File: src/design/mvdp_pkg.sv
// ----------------------------------------------------------------------------
// Meshlet vertex dedup packer package
// Sizes, register indexes, command codes and the control bundle shared by
// the packer modules.
// ----------------------------------------------------------------------------
package mvdp_pkg;

  // Storage sizes.
  localparam int MAX_VERTS   = 64;
  localparam int MAX_PRIMS   = 256;
  localparam int AW          = $clog2(MAX_VERTS);
  localparam int CW          = $clog2(MAX_VERTS + 1);
  localparam int PCW         = $clog2(MAX_PRIMS + 1);

  // Field widths.
  localparam int CORNER_W    = 32;
  localparam int SLOT_W      = 6;
  localparam int VTOT_W      = 7;
  localparam int PTOT_W      = 9;
  localparam int VLIM_W      = 7;
  localparam int PLIM_W      = 9;
  localparam int CFG_W       = 9;
  localparam int CFG_IDX_W   = 1;

  // Compare widths that hold both a count and a limit.
  localparam int VL_W        = (CW > VLIM_W) ? CW : VLIM_W;
  localparam int PL_W        = (PCW > PLIM_W) ? PCW : PLIM_W;

  localparam int NUM_CORNERS = 3;
  localparam int CSEL_W      = 2;
  localparam logic [CSEL_W-1:0] LAST_CORNER = CSEL_W'(NUM_CORNERS - 1);

  localparam logic [VLIM_W-1:0] VLIM_RESET = 7'd64;
  localparam logic [PLIM_W-1:0] PLIM_RESET = 9'd126;

  // Configuration register indexes.
  localparam logic [CFG_IDX_W-1:0] REG_VERTEX_LIMIT    = 1'b0;
  localparam logic [CFG_IDX_W-1:0] REG_PRIMITIVE_LIMIT = 1'b1;

  // Item kinds.
  localparam logic KIND_TRIANGLE    = 1'b0;
  localparam logic KIND_NEW_MESHLET = 1'b1;

  // Controller to matcher.
  typedef struct packed {
    logic              load;
    logic              cmp_vld;
    logic [AW-1:0]     cmp_idx;
    logic              app_en;
    logic [CSEL_W-1:0] app_sel;
    logic [AW-1:0]     app_slot;
  } mvdp_ctl_t;

endpackage

File: src/design/mvdp_ram.sv
// ----------------------------------------------------------------------------
// Generic single-port-write RAM
// One write port and one read port; read data is registered.
// ----------------------------------------------------------------------------
module mvdp_ram #(
  parameter int WIDTH = 32,
  parameter int DEPTH = 64
) (
  input  logic                     clk_i,
  input  logic                     we_i,
  input  logic [$clog2(DEPTH)-1:0] waddr_i,
  input  logic [WIDTH-1:0]         wdata_i,
  input  logic [$clog2(DEPTH)-1:0] raddr_i,
  output logic [WIDTH-1:0]         rdata_o
);

  logic [WIDTH-1:0] mem_q [DEPTH];
  logic [WIDTH-1:0] rdata_q;

  always_ff @(posedge clk_i) begin
    if (we_i) begin
      mem_q[waddr_i] <= wdata_i;
    end
    rdata_q <= mem_q[raddr_i];
  end

  assign rdata_o = rdata_q;

endmodule

File: src/design/mvdp_match.sv
// ----------------------------------------------------------------------------
// Meshlet vertex dedup packer corner matcher
// Holds the three corners of the triangle in work, compares each stored
// vertex read from the table against them and keeps found flags and slots.
// ----------------------------------------------------------------------------
module mvdp_match (
  input  logic                                              clk_i,
  input  logic                                              rst_ni,
  input  mvdp_pkg::mvdp_ctl_t                               ctl_i,
  input  logic [mvdp_pkg::CORNER_W-1:0]                     corner_a_i,
  input  logic [mvdp_pkg::CORNER_W-1:0]                     corner_b_i,
  input  logic [mvdp_pkg::CORNER_W-1:0]                     corner_c_i,
  input  logic [mvdp_pkg::CORNER_W-1:0]                     rdata_i,
  output logic [mvdp_pkg::NUM_CORNERS-1:0]                  found_o,
  output logic [mvdp_pkg::NUM_CORNERS-1:0][mvdp_pkg::AW-1:0] slot_o,
  output logic [mvdp_pkg::CORNER_W-1:0]                     app_data_o
);

  logic [mvdp_pkg::NUM_CORNERS-1:0][mvdp_pkg::CORNER_W-1:0] corner_q;
  logic [mvdp_pkg::NUM_CORNERS-1:0]                         found_q;
  logic [mvdp_pkg::NUM_CORNERS-1:0][mvdp_pkg::AW-1:0]       slot_q;

  always_ff @(posedge clk_i or negedge rst_ni) begin
    if (!rst_ni) begin
      found_q <= '0;
    end else if (ctl_i.load) begin
      found_q <= '0;
    end else if (ctl_i.cmp_vld) begin
      for (int j = 0; j < mvdp_pkg::NUM_CORNERS; j++) begin
        if (rdata_i == corner_q[j]) begin
          found_q[j] <= 1'b1;
        end
      end
    end
  end

  // Entries are scanned in ascending order, so the highest match wins.
  always_ff @(posedge clk_i) begin
    if (ctl_i.load) begin
      corner_q <= {corner_c_i, corner_b_i, corner_a_i};
      slot_q   <= '0;
    end else begin
      for (int j = 0; j < mvdp_pkg::NUM_CORNERS; j++) begin
        if (ctl_i.cmp_vld && (rdata_i == corner_q[j])) begin
          slot_q[j] <= ctl_i.cmp_idx;
        end
        if (ctl_i.app_en && (ctl_i.app_sel == mvdp_pkg::CSEL_W'(j))) begin
          slot_q[j] <= ctl_i.app_slot;
        end
      end
    end
  end

  assign found_o    = found_q;
  assign slot_o     = slot_q;
  assign app_data_o = corner_q[ctl_i.app_sel];

endmodule

File: src/design/meshlet_vertex_dedup_packer_core.sv
// ----------------------------------------------------------------------------
// Meshlet vertex dedup packer
// Adds triangles to a meshlet, sharing vertices that are already stored and
// appending new ones; a command starts a new empty meshlet.
//
//   Channel   Control              Payload
//   --------  -------------------  -----------------------------------------
//   command   start_i / busy_o     kind_i, corner_a_i, corner_b_i, corner_c_i
//   result    done_o (strobe)      accepted_o, local_*_o, *_total_o,
//                                  meshlet_full_o
//   config    cfg_we_i             cfg_idx_i, cfg_wdata_i
//
// V is the vertex count at the transaction. A new-meshlet command or a full refusal
// is reported in the next cycle; other triangles scan V entries through the table's
// single read port, then drain and evaluate; an empty meshlet goes straight to evaluate.
// An overflow refusal is reported from evaluate; an accepted triangle appends its
// unmatched corners, then is reported. busy_o is high while a triangle is in work and
// results cannot be held off. Only entries below V are read, so no clearing on reset.
// ----------------------------------------------------------------------------
module meshlet_vertex_dedup_packer_core (
  input  logic                            clk_i,
  input  logic                            rst_ni,
  input  logic                            start_i,
  output logic                            busy_o,
  input  logic                            kind_i,
  input  logic [mvdp_pkg::CORNER_W-1:0]   corner_a_i,
  input  logic [mvdp_pkg::CORNER_W-1:0]   corner_b_i,
  input  logic [mvdp_pkg::CORNER_W-1:0]   corner_c_i,
  output logic                            done_o,
  output logic                            accepted_o,
  output logic [mvdp_pkg::SLOT_W-1:0]     local_a_o,
  output logic [mvdp_pkg::SLOT_W-1:0]     local_b_o,
  output logic [mvdp_pkg::SLOT_W-1:0]     local_c_o,
  output logic [mvdp_pkg::VTOT_W-1:0]     vertex_total_o,
  output logic [mvdp_pkg::PTOT_W-1:0]     primitive_total_o,
  output logic                            meshlet_full_o,
  input  logic                            cfg_we_i,
  input  logic [mvdp_pkg::CFG_IDX_W-1:0]  cfg_idx_i,
  input  logic [mvdp_pkg::CFG_W-1:0]      cfg_wdata_i
);

  typedef enum logic [2:0] {
    ST_IDLE,
    ST_SCAN,
    ST_DRAIN,
    ST_EVAL,
    ST_APPEND
  } state_e;

  state_e                            state_q, state_d;
  logic [mvdp_pkg::CW-1:0]           vcnt_q, vcnt_d;
  logic [mvdp_pkg::PCW-1:0]          pcnt_q, pcnt_d;
  logic [mvdp_pkg::AW-1:0]           rd_idx_q, rd_idx_d;
  logic [mvdp_pkg::CSEL_W-1:0]       app_j_q, app_j_d;
  logic                              cmp_vld_q;
  logic [mvdp_pkg::AW-1:0]           cmp_idx_q;
  logic                              done_q, done_d;
  logic                              acc_q, acc_d;
  logic                              full_q, full_d;
  logic [mvdp_pkg::VLIM_W-1:0]       vlim_q;
  logic [mvdp_pkg::PLIM_W-1:0]       plim_q;

  logic [mvdp_pkg::VL_W-1:0]         vlim_eff;
  logic [mvdp_pkg::PL_W-1:0]         plim_eff;
  logic [1:0]                        fresh;
  logic [mvdp_pkg::VL_W:0]           vsum;
  logic                              ram_we;
  mvdp_pkg::mvdp_ctl_t               ctl;

  logic [mvdp_pkg::NUM_CORNERS-1:0]                   found;
  logic [mvdp_pkg::NUM_CORNERS-1:0][mvdp_pkg::AW-1:0] slot;
  logic [mvdp_pkg::CORNER_W-1:0]                      app_data;
  logic [mvdp_pkg::CORNER_W-1:0]                      rdata;

  assign vlim_eff = (mvdp_pkg::VL_W'(vlim_q) > mvdp_pkg::VL_W'(mvdp_pkg::MAX_VERTS)) ?
                    mvdp_pkg::VL_W'(mvdp_pkg::MAX_VERTS) : mvdp_pkg::VL_W'(vlim_q);
  assign plim_eff = (mvdp_pkg::PL_W'(plim_q) > mvdp_pkg::PL_W'(mvdp_pkg::MAX_PRIMS)) ?
                    mvdp_pkg::PL_W'(mvdp_pkg::MAX_PRIMS) : mvdp_pkg::PL_W'(plim_q);

  function automatic logic is_full(input logic [mvdp_pkg::CW-1:0]  vc,
                                   input logic [mvdp_pkg::PCW-1:0] pc);
    return (mvdp_pkg::VL_W'(vc) >= vlim_eff) || (mvdp_pkg::PL_W'(pc) >= plim_eff);
  endfunction

  // Corners that matched nothing in the table must be appended.
  assign fresh = 2'd3 - 2'($countones(found));
  assign vsum  = (mvdp_pkg::VL_W + 1)'(vcnt_q) + (mvdp_pkg::VL_W + 1)'(fresh);

  always_comb begin
    state_d     = state_q;
    vcnt_d      = vcnt_q;
    pcnt_d      = pcnt_q;
    rd_idx_d    = rd_idx_q;
    app_j_d     = app_j_q;
    done_d      = 1'b0;
    acc_d       = acc_q;
    full_d      = full_q;
    ram_we      = 1'b0;
    ctl         = '0;
    ctl.cmp_vld = cmp_vld_q;
    ctl.cmp_idx = cmp_idx_q;
    ctl.app_sel = app_j_q;
    unique case (state_q)
      ST_IDLE: begin
        if (start_i) begin
          if (kind_i == mvdp_pkg::KIND_NEW_MESHLET) begin
            vcnt_d = '0;
            pcnt_d = '0;
            done_d = 1'b1;
            acc_d  = 1'b0;
            full_d = is_full('0, '0);
          end else if (is_full(vcnt_q, pcnt_q)) begin
            done_d = 1'b1;
            acc_d  = 1'b0;
            full_d = 1'b1;
          end else begin
            ctl.load = 1'b1;
            rd_idx_d = '0;
            state_d  = (vcnt_q == '0) ? ST_EVAL : ST_SCAN;
          end
        end
      end
      ST_SCAN: begin
        rd_idx_d = rd_idx_q + 1'b1;
        if (mvdp_pkg::CW'(rd_idx_q) == (vcnt_q - 1'b1)) begin
          state_d = ST_DRAIN;
        end
      end
      ST_DRAIN: begin
        state_d = ST_EVAL;
      end
      ST_EVAL: begin
        if (vsum <= (mvdp_pkg::VL_W + 1)'(vlim_eff)) begin
          app_j_d = '0;
          state_d = ST_APPEND;
        end else begin
          done_d  = 1'b1;
          acc_d   = 1'b0;
          full_d  = is_full(vcnt_q, pcnt_q);
          state_d = ST_IDLE;
        end
      end
      ST_APPEND: begin
        if (!found[app_j_q]) begin
          ram_we       = 1'b1;
          ctl.app_en   = 1'b1;
          ctl.app_slot = vcnt_q[mvdp_pkg::AW-1:0];
          vcnt_d       = vcnt_q + 1'b1;
        end
        if (app_j_q == mvdp_pkg::LAST_CORNER) begin
          pcnt_d  = pcnt_q + 1'b1;
          done_d  = 1'b1;
          acc_d   = 1'b1;
          full_d  = is_full(vcnt_d, pcnt_d);
          state_d = ST_IDLE;
        end else begin
          app_j_d = app_j_q + 1'b1;
        end
      end
      default: state_d = ST_IDLE;
    endcase
  end

  always_ff @(posedge clk_i or negedge rst_ni) begin
    if (!rst_ni) begin
      state_q   <= ST_IDLE;
      vcnt_q    <= '0;
      pcnt_q    <= '0;
      rd_idx_q  <= '0;
      app_j_q   <= '0;
      cmp_vld_q <= 1'b0;
      cmp_idx_q <= '0;
      done_q    <= 1'b0;
      acc_q     <= 1'b0;
      full_q    <= 1'b0;
    end else begin
      state_q   <= state_d;
      vcnt_q    <= vcnt_d;
      pcnt_q    <= pcnt_d;
      rd_idx_q  <= rd_idx_d;
      app_j_q   <= app_j_d;
      cmp_vld_q <= (state_q == ST_SCAN);
      cmp_idx_q <= rd_idx_q;
      done_q    <= done_d;
      acc_q     <= acc_d;
      full_q    <= full_d;
    end
  end

  always_ff @(posedge clk_i or negedge rst_ni) begin
    if (!rst_ni) begin
      vlim_q <= mvdp_pkg::VLIM_RESET;
      plim_q <= mvdp_pkg::PLIM_RESET;
    end else if (cfg_we_i) begin
      unique case (cfg_idx_i)
        mvdp_pkg::REG_VERTEX_LIMIT:    vlim_q <= cfg_wdata_i[mvdp_pkg::VLIM_W-1:0];
        mvdp_pkg::REG_PRIMITIVE_LIMIT: plim_q <= cfg_wdata_i[mvdp_pkg::PLIM_W-1:0];
        default: ;
      endcase
    end
  end

  mvdp_ram #(
    .WIDTH (mvdp_pkg::CORNER_W),
    .DEPTH (mvdp_pkg::MAX_VERTS)
  ) u_table (
    .clk_i   (clk_i),
    .we_i    (ram_we),
    .waddr_i (vcnt_q[mvdp_pkg::AW-1:0]),
    .wdata_i (app_data),
    .raddr_i (rd_idx_q),
    .rdata_o (rdata)
  );

  mvdp_match u_match (
    .clk_i      (clk_i),
    .rst_ni     (rst_ni),
    .ctl_i      (ctl),
    .corner_a_i (corner_a_i),
    .corner_b_i (corner_b_i),
    .corner_c_i (corner_c_i),
    .rdata_i    (rdata),
    .found_o    (found),
    .slot_o     (slot),
    .app_data_o (app_data)
  );

  assign busy_o            = (state_q != ST_IDLE);
  assign done_o            = done_q;
  assign accepted_o        = acc_q;
  assign local_a_o         = acc_q ? mvdp_pkg::SLOT_W'(slot[0]) : '0;
  assign local_b_o         = acc_q ? mvdp_pkg::SLOT_W'(slot[1]) : '0;
  assign local_c_o         = acc_q ? mvdp_pkg::SLOT_W'(slot[2]) : '0;
  assign vertex_total_o    = mvdp_pkg::VTOT_W'(vcnt_q);
  assign primitive_total_o = mvdp_pkg::PTOT_W'(pcnt_q);
  assign meshlet_full_o    = full_q;

endmodule

File: config.mk
export PLATFORM = sky130hd
export DESIGN_NAME = meshlet_vertex_dedup_packer_core
export DESIGN_NICKNAME = d
export VERILOG_FILES = /design/src/design/mvdp_pkg.sv /design/src/design/mvdp_ram.sv /design/src/design/mvdp_match.sv /design/src/design/meshlet_vertex_dedup_packer_core.sv
export SDC_FILE = /design/constraint.sdc
export NUM_CORES = 2
export LEC_CHECK = 0
export BUFFER_PORTS_ARGS = -buffer_cell sky130_fd_sc_hd__buf_2
export CORE_ASPECT_RATIO = 0.8
export CORE_MARGIN = 2
export CORE_UTILIZATION = 60
export DETAILED_ROUTE_END_ITERATION = 10
export PLACE_DENSITY = 0.75
export SLEW_MARGIN = 10
export SYNTH_ARGS = -nofsm -noshare
export SYNTH_HDL_FRONTEND = slang
export SYNTH_SLANG_ARGS = --single-unit
File: constraint.sdc
create_clock -name clk_i -period 5.65 [get_ports clk_i]
set_clock_uncertainty 0.05 [all_clocks]
set_input_delay 0.565 -clock clk_i [delete_from_list [all_inputs] [get_ports clk_i]]
set_output_delay 0.565 -clock clk_i [all_outputs]
set_load 0.005 [all_outputs]
Yosys cells after proc, flatten, opt, wreduce, memory -nomap -nowiden
Memories as Yosys holds them, arrays and structs flattened. A register that Yosys moved wholly into a read port is not among the register bits.
Cells that the tools add are included.
W data, S select, Z words.

word-level totals
  output and inout bits = 38
  input bits = 111
  logic and storage cells = 169
  RAM bits = 2048
  memories = 1
  register bits = 170

operators by class
  reduce and logical (&&, ||, !) cells = 35
  add/subtract/negate cells = 9
  $lt $le $gt $ge = 10
  muxes and demuxes = 72
  equal/unequal tests = 20
  bitwise gates (word level) = 1

memories
  memory         depth  width  rd ports  clocked after memory_dff  write ports  line            source
  u_table.mem_q  64     32     1         1                         1            mvdp_ram.sv:17  logic [WIDTH-1:0] mem_q [DEPTH];

operators by type and width
  operator               count
  $eq A32 B32 Y1         3
  $mux W6                14
  $bmux W32 S2           1
  $mux W9                4
  $mux W7                5
  $mux W32               1
  $mux W1                27
  $mux W3                8
  $reduce_bool A2 Y1     10
  $ge A9 B9 Y1           2
  $ne A2 B2 Y1 const B   9
  $pmux W9 S2            1
  $pmux W3 S5            1
  $ge A7 B7 Y1           2
  $pmux W7 S2            1
  $pmux W6 S2            1
  $reduce_and A2 Y1      5
  $reduce_and A5 Y1      2
  $add A9 B1 Y9 const B  1
  $ge A1 B9 Y1 const A   1
  $gt A9 B9 Y1 const B   1
  $pmux W1 S3            3
  $add A7 B2 Y8          1
  $le A8 B7 Y1           1
  29 further kinds       42

Depth between registers and ports, before layout
  word-level depth = 10
  depth in mapped cells = 14
  gate-level depth less buffers = 14

Modules after synthesis
A second synthesis with hierarchy kept.

unflattened totals
  cell total of the unflattened synthesis = 4190
  area, all modules = 87971.9 µm²

by module, submodules not included
  module                            sequential area each (µm²)  cells an instance  times used  area an instance (µm²)
  mvdp_ram                          62139.6                     3324               1           78515.3
  mvdp_match                        3318.2                      454                1           5597.9
  meshlet_vertex_dedup_packer_core  1335.0                      412                1           3858.7

Worst setup path after synthesis
Ideal clock, no wire load.

  path type = register -> register
  start point = reg app_j_q[1] (netlist bit)
  end point = mem u_table.mem_q[0][10], data pin
  data required time = 4.898 ns
  path slack = 1.239 ns
  library setup time = 0.702 ns
  cell stages (with the launch flop) = 5
  path buffers = 2
  data arrival time = 3.660 ns
  clock period less this slack = 4.411 ns
  cells stage by stage = dfrtp_1 buf_2 buf_1 mux2i_1 o21ai_0

on the way
  longest elaborated chain between the ends = 2

RTL lines
  item                            line                                     source
  start, declared                 meshlet_vertex_dedup_packer_core.sv:54   logic [mvdp_pkg::CSEL_W-1:0] app_j_q, app_j_d;
  start signal, assigned          meshlet_vertex_dedup_packer_core.sv:181  app_j_q <= app_j_d;
  $bmux W32 S2                    mvdp_match.sv:56                         assign app_data_o = corner_q[ctl_i.app_sel];
  $mux W32 (not written as such)  mvdp_match.sv:56
  named net app_data (one bit)    meshlet_vertex_dedup_packer_core.sv:72   logic [mvdp_pkg::CORNER_W-1:0] app_data;
  end, declared                   mvdp_ram.sv:17

The timed path passes the listed nets, and every way through them passes these cells. The select of a mux whose other input is x is not followed.

Worst setup path in the final report
  start point = reg state_q[0]
  end point = mem u_table.mem_q[25][22] (enable)

on the way
  longest elaborated chain between the ends = 4

RTL lines
  item                           line                                     source
  start, declared                meshlet_vertex_dedup_packer_core.sv:50   state_e state_q, state_d;
  start signal, assigned         meshlet_vertex_dedup_packer_core.sv:177  state_q <= state_d;
  $eq A3 B3 Y1                   meshlet_vertex_dedup_packer_core.sv:103  unique case (state_q)
  $mux W1                        meshlet_vertex_dedup_packer_core.sv:103
  $mux W1                        mvdp_ram.sv:21                           if (we_i) begin
  $mux W1 (not written as such)  mvdp_ram.sv:22                           mem_q[waddr_i] <= wdata_i;

Every way passes these cells.

==> flow_summary.html <==
<table>
<tr><th>Metric</th><th>Value</th></tr>
<tr><th colspan="2">Run status</th></tr>
<tr><td>Status</td><td>finished clean</td></tr>
<tr><th colspan="2">Final layout</th></tr>
<tr><td>Net total in the final layout</td><td>4481</td></tr>
<tr><td>Total non-filler cell area in the finished layout</td><td>99600 sq um</td></tr>
<tr><td>Ratio of cells with drive above 1 in the final layout</td><td>30.2%</td></tr>
<tr><td>Number of fill cells</td><td>8530</td></tr>
<tr><td>Antenna diode instance count</td><td>0</td></tr>
<tr><td>Area grow syn2layout</td><td>13.8%</td></tr>
<tr><th colspan="2">Power</th></tr>
<tr><td>Seq pwr share</td><td>43.8%</td></tr>
<tr><td>Worst supply voltage drop on vdd</td><td>390 uV</td></tr>
<tr><td>Internal</td><td>34.0 mW</td></tr>
<tr><td>Switching share of total power</td><td>31.0%</td></tr>
<tr><td>Fraction of power consumed by combinational cells</td><td>28.6%</td></tr>
<tr><td>Net switching power of the design</td><td>15.3 mW</td></tr>
<tr><td>Share of total power in the clock network</td><td>27.7%</td></tr>
<tr><td>Leakage component of the power</td><td>31.8 nW</td></tr>
<tr><td>Total power</td><td>49.3 mW</td></tr>
<tr><td>Power density cells</td><td>495 nW/um^2</td></tr>
<tr><th colspan="2">Worst setup path</th></tr>
<tr><td>Worst Path Max Fanout</td><td>17</td></tr>
<tr><td>Stage delay of the slowest cell on the critical path</td><td>1.02 ns</td></tr>
<tr><td>Data required time of the critical path</td><td>6.11 ns</td></tr>
<tr><td>Critical Path Most Common Cell</td><td>sky130_fd_sc_hd__nor2_1</td></tr>
<tr><td>Element type at the critical path end</td><td>flip-flop</td></tr>
<tr><td>Arrival time of data at the critical path endpoint</td><td>4.71 ns</td></tr>
<tr><td>Max stage delay cell, worst path</td><td>sky130_fd_sc_hd__nor2_4</td></tr>
<tr><td>WP buf/inv</td><td>1</td></tr>
<tr><td>Type of the setup path with the least slack</td><td>flip-flop to flip-flop</td></tr>
<tr><td>Startpoint class of the critical path</td><td>flip-flop</td></tr>
<tr><td>Family with the most delay on the worst path</td><td>simple AND/OR/NAND/NOR gates</td></tr>
<tr><td>Cell chain of the critical path</td><td>nor2_1 -&gt; nand2_1 -&gt; nor2_1 -&gt; nand3_1 -&gt; nor2_4 -&gt; buf_4</td></tr>
<tr><th colspan="2">Clocking</th></tr>
<tr><td>Number of sinks on the clock net</td><td>2250</td></tr>
<tr><td>CTS Root Buffer Type</td><td>sky130_fd_sc_hd__clkbuf_16</td></tr>
<tr><td>Longest Clk Path Bufs</td><td>3</td></tr>
<tr><td>Clock tree from TritonCTS</td><td>built</td></tr>
<tr><td>Clock Latency Late Sink</td><td>0.86 ns</td></tr>
<tr><td>Clock transition at the registers of the reported paths</td><td>0.06 ns</td></tr>
<tr><td>Post-CTS Setup Bufs</td><td>0</td></tr>
<tr><td>H-Tree Depth</td><td>4</td></tr>
<tr><td>Clock buffer count from CTS</td><td>201</td></tr>
<tr><th colspan="2">Synthesis</th></tr>
<tr><td>Ys async rst share</td><td>2.49%</td></tr>
<tr><td>Share of synthesized area occupied by flip-flops and latches</td><td>76.3%</td></tr>
<tr><td>Most used DFF post-synth</td><td>sky130_fd_sc_hd__edfxtp_1</td></tr>
<tr><td>Post-synthesis instance area</td><td>87500 sq um</td></tr>
<tr><td>Number of standard cells after synthesis</td><td>3912</td></tr>
<tr><td>Number of flops mapped to enable cells by yosys</td><td>2144</td></tr>
<tr><td>Syn_nets</td><td>4074</td></tr>
<tr><td>Library cells used by synthesis</td><td>59</td></tr>
<tr><td>Synth warn</td><td>0</td></tr>
<tr><td>Average cell area after synthesis</td><td>22.4 sq um</td></tr>
<tr><td>FF+latch count, synth</td><td>2250</td></tr>
<tr><th colspan="2">Global routing</th></tr>
<tr><td>Vias in the first global route</td><td>43600</td></tr>
<tr><td>Pin count of the biggest net entering global routing</td><td>81</td></tr>
<tr><td>Initial antenna violation count</td><td>6</td></tr>
<tr><td>Global routing usage summed across all routing layers</td><td>30.5%</td></tr>
<tr><td>Global route total overflow</td><td>0</td></tr>
<tr><td>Wire length of the first global-routing pass</td><td>320 mm</td></tr>
<tr><th colspan="2">Placed design</th></tr>
<tr><td>Final RePlAce weighted congestion</td><td>0.919</td></tr>
<tr><td>Detailed placement HPWL</td><td>132 mm</td></tr>
<tr><td>Count of buffers from port buffering</td><td>148</td></tr>
<tr><td>Post-place instance area</td><td>92100 sq um</td></tr>
<tr><th colspan="2">Routing</th></tr>
<tr><td>Via count of the routed design</td><td>44000</td></tr>
<tr><td>Final routed wirelength across all metal layers</td><td>224 mm</td></tr>
<tr><td>Wire length per cell after detailed routing</td><td>35.0 um</td></tr>
<tr><td>Number of routed nets with antenna violations</td><td>0</td></tr>
<tr><td>Initial drt markers</td><td>6785</td></tr>
<tr><td>DRC violation count after routing</td><td>0</td></tr>
<tr><td>Number of vias per cell after detailed routing</td><td>6.88</td></tr>
<tr><td>Pre-Repair DR Iteration Count</td><td>6</td></tr>
<tr><th colspan="2">Floorplanning</th></tr>
<tr><td>Horizontal extent of the die</td><td>431 um</td></tr>
<tr><td>Ports</td><td>149</td></tr>
<tr><td>Area inside the core boundary</td><td>145000 sq um</td></tr>
<tr><td>Die Y</td><td>346 um</td></tr>
<tr><td>Effective utilization at floorplan</td><td>60.4%</td></tr>
<tr><td>Die area</td><td>149000 sq um</td></tr>
<tr><td>Core Rows</td><td>125</td></tr>
<tr><th colspan="2">STA</th></tr>
<tr><td>Final worst path period share</td><td>75.3%</td></tr>
<tr><td>Max Transition Viols Final</td><td>0</td></tr>
<tr><td>Final Hold Fails</td><td>0</td></tr>
<tr><td>Final total negative setup slack</td><td>0 ns</td></tr>
<tr><td>Unrepaired setup endpoints after global routing</td><td>no</td></tr>
<tr><td>Final critical delay including setup and external delays</td><td>4.26 ns</td></tr>
<tr><td>Finish-stage setup viols</td><td>0</td></tr>
<tr><td>Remaining max-slew budget at the tightest pin</td><td>15.5%</td></tr>
<tr><td>Max Clk Rate</td><td>0.235 GHz</td></tr>
<tr><td>Tightest Pin Transition</td><td>1.26 ns</td></tr>
<tr><th colspan="2">Run</th></tr>
<tr><td>Number of maximum-capacitance violations</td><td>0</td></tr>
<tr><th colspan="2">Worst hold path</th></tr>
<tr><td>Min-Delay Path Class</td><td>input pin to flip-flop</td></tr>
</table>
[metal layers]
metal  global-route usage (%)  wire, um
met1                     44.2     83200
met2                     46.0    106000
met3                     7.82     27100
met4                     10.9      7980
met5                        0        33
[kinds of logic after synthesis]
group / after synthesis / share of synthesized area [%]
AO/OA/AOI/OAI: 200 / 1.54
XOR/XNOR: 120 / 1.20
adder cells (fa/ha/maj): 51 / 0.746
buffers and inverters: 224 / 1.08
flip-flops: 2250 / 76.3
multiplexers: 705 / 17.2
AND/OR/NAND/NOR: 362 / 1.91
[per-stage QoR]
stage | hold slack, ns | util [%] | setup slack [ns] | cells
finish | 0.121 | 68.7 | 1.39 | 6388
global route | 0.162 | 68.7 | 1.23 | 6388
CTS | 0.0812 | 68.7 | 1.54 | 6388
detailed placement | 0.485 | 63.5 | 1.58 | 5914
global placement | 0.483 | 63.5 | 1.78 | 5911
floorplan | 0.219 | - | 1.24 | 3912
[cell type report]
| cell class | count | area, sq um | share of cell area, % |
|---|---|---|---|
| Clock buffer | 267 | 5450 | 5.47 |
| Clock inverter | 100 | 1050 | 1.05 |
| Inverter | 30 | 113 | 0.113 |
| Multi-Input combinational cell | 1438 | 20700 | 20.8 |
| Sequential cell | 2250 | 66800 | 67.0 |
| Tap cell | 1905 | 2380 | 2.39 |
| Timing Repair Buffer | 398 | 3160 | 3.17 |
[path summary, 6_finish.rpt]
path                            start                    end  slack, ns  depth (start not counted)
setup / recovery           state_q[0]  u_table.mem_q[25][22]       1.39                          6
hold / removal              cfg_idx_i              vlim_q[6]       0.12                          4
setup reg to reg           state_q[0]  u_table.mem_q[25][22]       1.39                          6
hold reg to reg             plim_q[0]              plim_q[0]       0.51                          1
max in group asynchronous      rst_ni             app_j_q[0]       4.59                          3
min in group asynchronous      rst_ni              plim_q[7]       0.38                          3
[power by group through the flow]
stage / combinational [mW] / clock, mW / sequential (mW)
2_1_floorplan: 9.13 / 0 / 21.5
3_3_place_gp: 13.6 / 0 / 21.8
3_5_place_dp: 13.8 / 0 / 21.9
4_1_cts: 14.0 / 13.8 / 21.5
5_1_grt: 14.8 / 14.4 / 21.6
6_report: 14.1 / 13.6 / 21.6
[tightest hold or removal path: stages]
cell and delay, ns:
sky130_fd_sc_hd__buf_2 0.09, sky130_fd_sc_hd__nor2b_1 0.14, sky130_fd_sc_hd__nand2_1 0.12, sky130_fd_sc_hd__o21ai_0 0.08
[flip-flops by register name, indices dropped and copies added (netlist names), 2 cells and up]
register           count
u_table.mem_q       2048
rd_idx_q               6
u_match.found_o        3
state_q                3
vertex_total_o         7
u_table.rdata_o       32
u_match.corner_q      96
plim_q                 9
cmp_idx_q              6
vlim_q                 7
primitive_total_o      9
app_j_q                2
u_match.slot_o        18
[Yosys cell counts, types with 12 or more instances]
cell                       count  area share, %
sky130_fd_sc_hd__a211oi_1     20           0.17
sky130_fd_sc_hd__a21oi_1      14          0.080
sky130_fd_sc_hd__a22o_1       12           0.12
sky130_fd_sc_hd__a22oi_1      64           0.55
sky130_fd_sc_hd__and2_1       21           0.15
sky130_fd_sc_hd__buf_1        22          0.094
sky130_fd_sc_hd__buf_2        57           0.33
sky130_fd_sc_hd__clkbuf_1    110           0.47
sky130_fd_sc_hd__dfrtp_1      49            1.4
sky130_fd_sc_hd__dfxtp_1      50            1.1
sky130_fd_sc_hd__edfxtp_1   2144             74
sky130_fd_sc_hd__ha_1         49           0.70
sky130_fd_sc_hd__inv_1        28           0.12
sky130_fd_sc_hd__mux2_2       15           0.19
sky130_fd_sc_hd__mux2i_1      50           0.57
sky130_fd_sc_hd__mux4_2      640             16
sky130_fd_sc_hd__nand2_1     121           0.52
sky130_fd_sc_hd__nand3_1      27           0.15
sky130_fd_sc_hd__nand4_1      20           0.14
sky130_fd_sc_hd__nor2_1      104           0.45
sky130_fd_sc_hd__nor2b_1      12          0.086
sky130_fd_sc_hd__nor4_1       16           0.11
sky130_fd_sc_hd__o21ai_0      58           0.33
sky130_fd_sc_hd__xnor2_1      74           0.74
sky130_fd_sc_hd__xor2_1       46           0.46
[timing repair]
item	in CTS	in global routing
endpoints found under the hold margin	162	0
hold buffers	107	0
gates resized for setup	0	0
setup endpoints to repair	0	0
[cells in the final DEF, fill, tap and decap left out, types with 46 or more instances in the layout]
master / synthesis / routed
sky130_fd_sc_hd__nand2_1: 121 / 121
sky130_fd_sc_hd__a22oi_1: 64 / 64
sky130_fd_sc_hd__buf_2: 57 / 148
sky130_fd_sc_hd__ha_1: 49 / 49
sky130_fd_sc_hd__edfxtp_1: 2144 / 2144
sky130_fd_sc_hd__mux2i_1: 50 / 50
sky130_fd_sc_hd__xnor2_1: 74 / 74
sky130_fd_sc_hd__dlygate4sd3_1: 0 / 107
sky130_fd_sc_hd__clkbuf_1: 110 / 53
sky130_fd_sc_hd__buf_4: 2 / 122
sky130_fd_sc_hd__dfxtp_1: 50 / 50
sky130_fd_sc_hd__clkbuf_16: 0 / 205
sky130_fd_sc_hd__nor2_4: 0 / 61
sky130_fd_sc_hd__mux4_2: 640 / 640
sky130_fd_sc_hd__xor2_1: 46 / 46
Power figures use the tool's default switching activity.
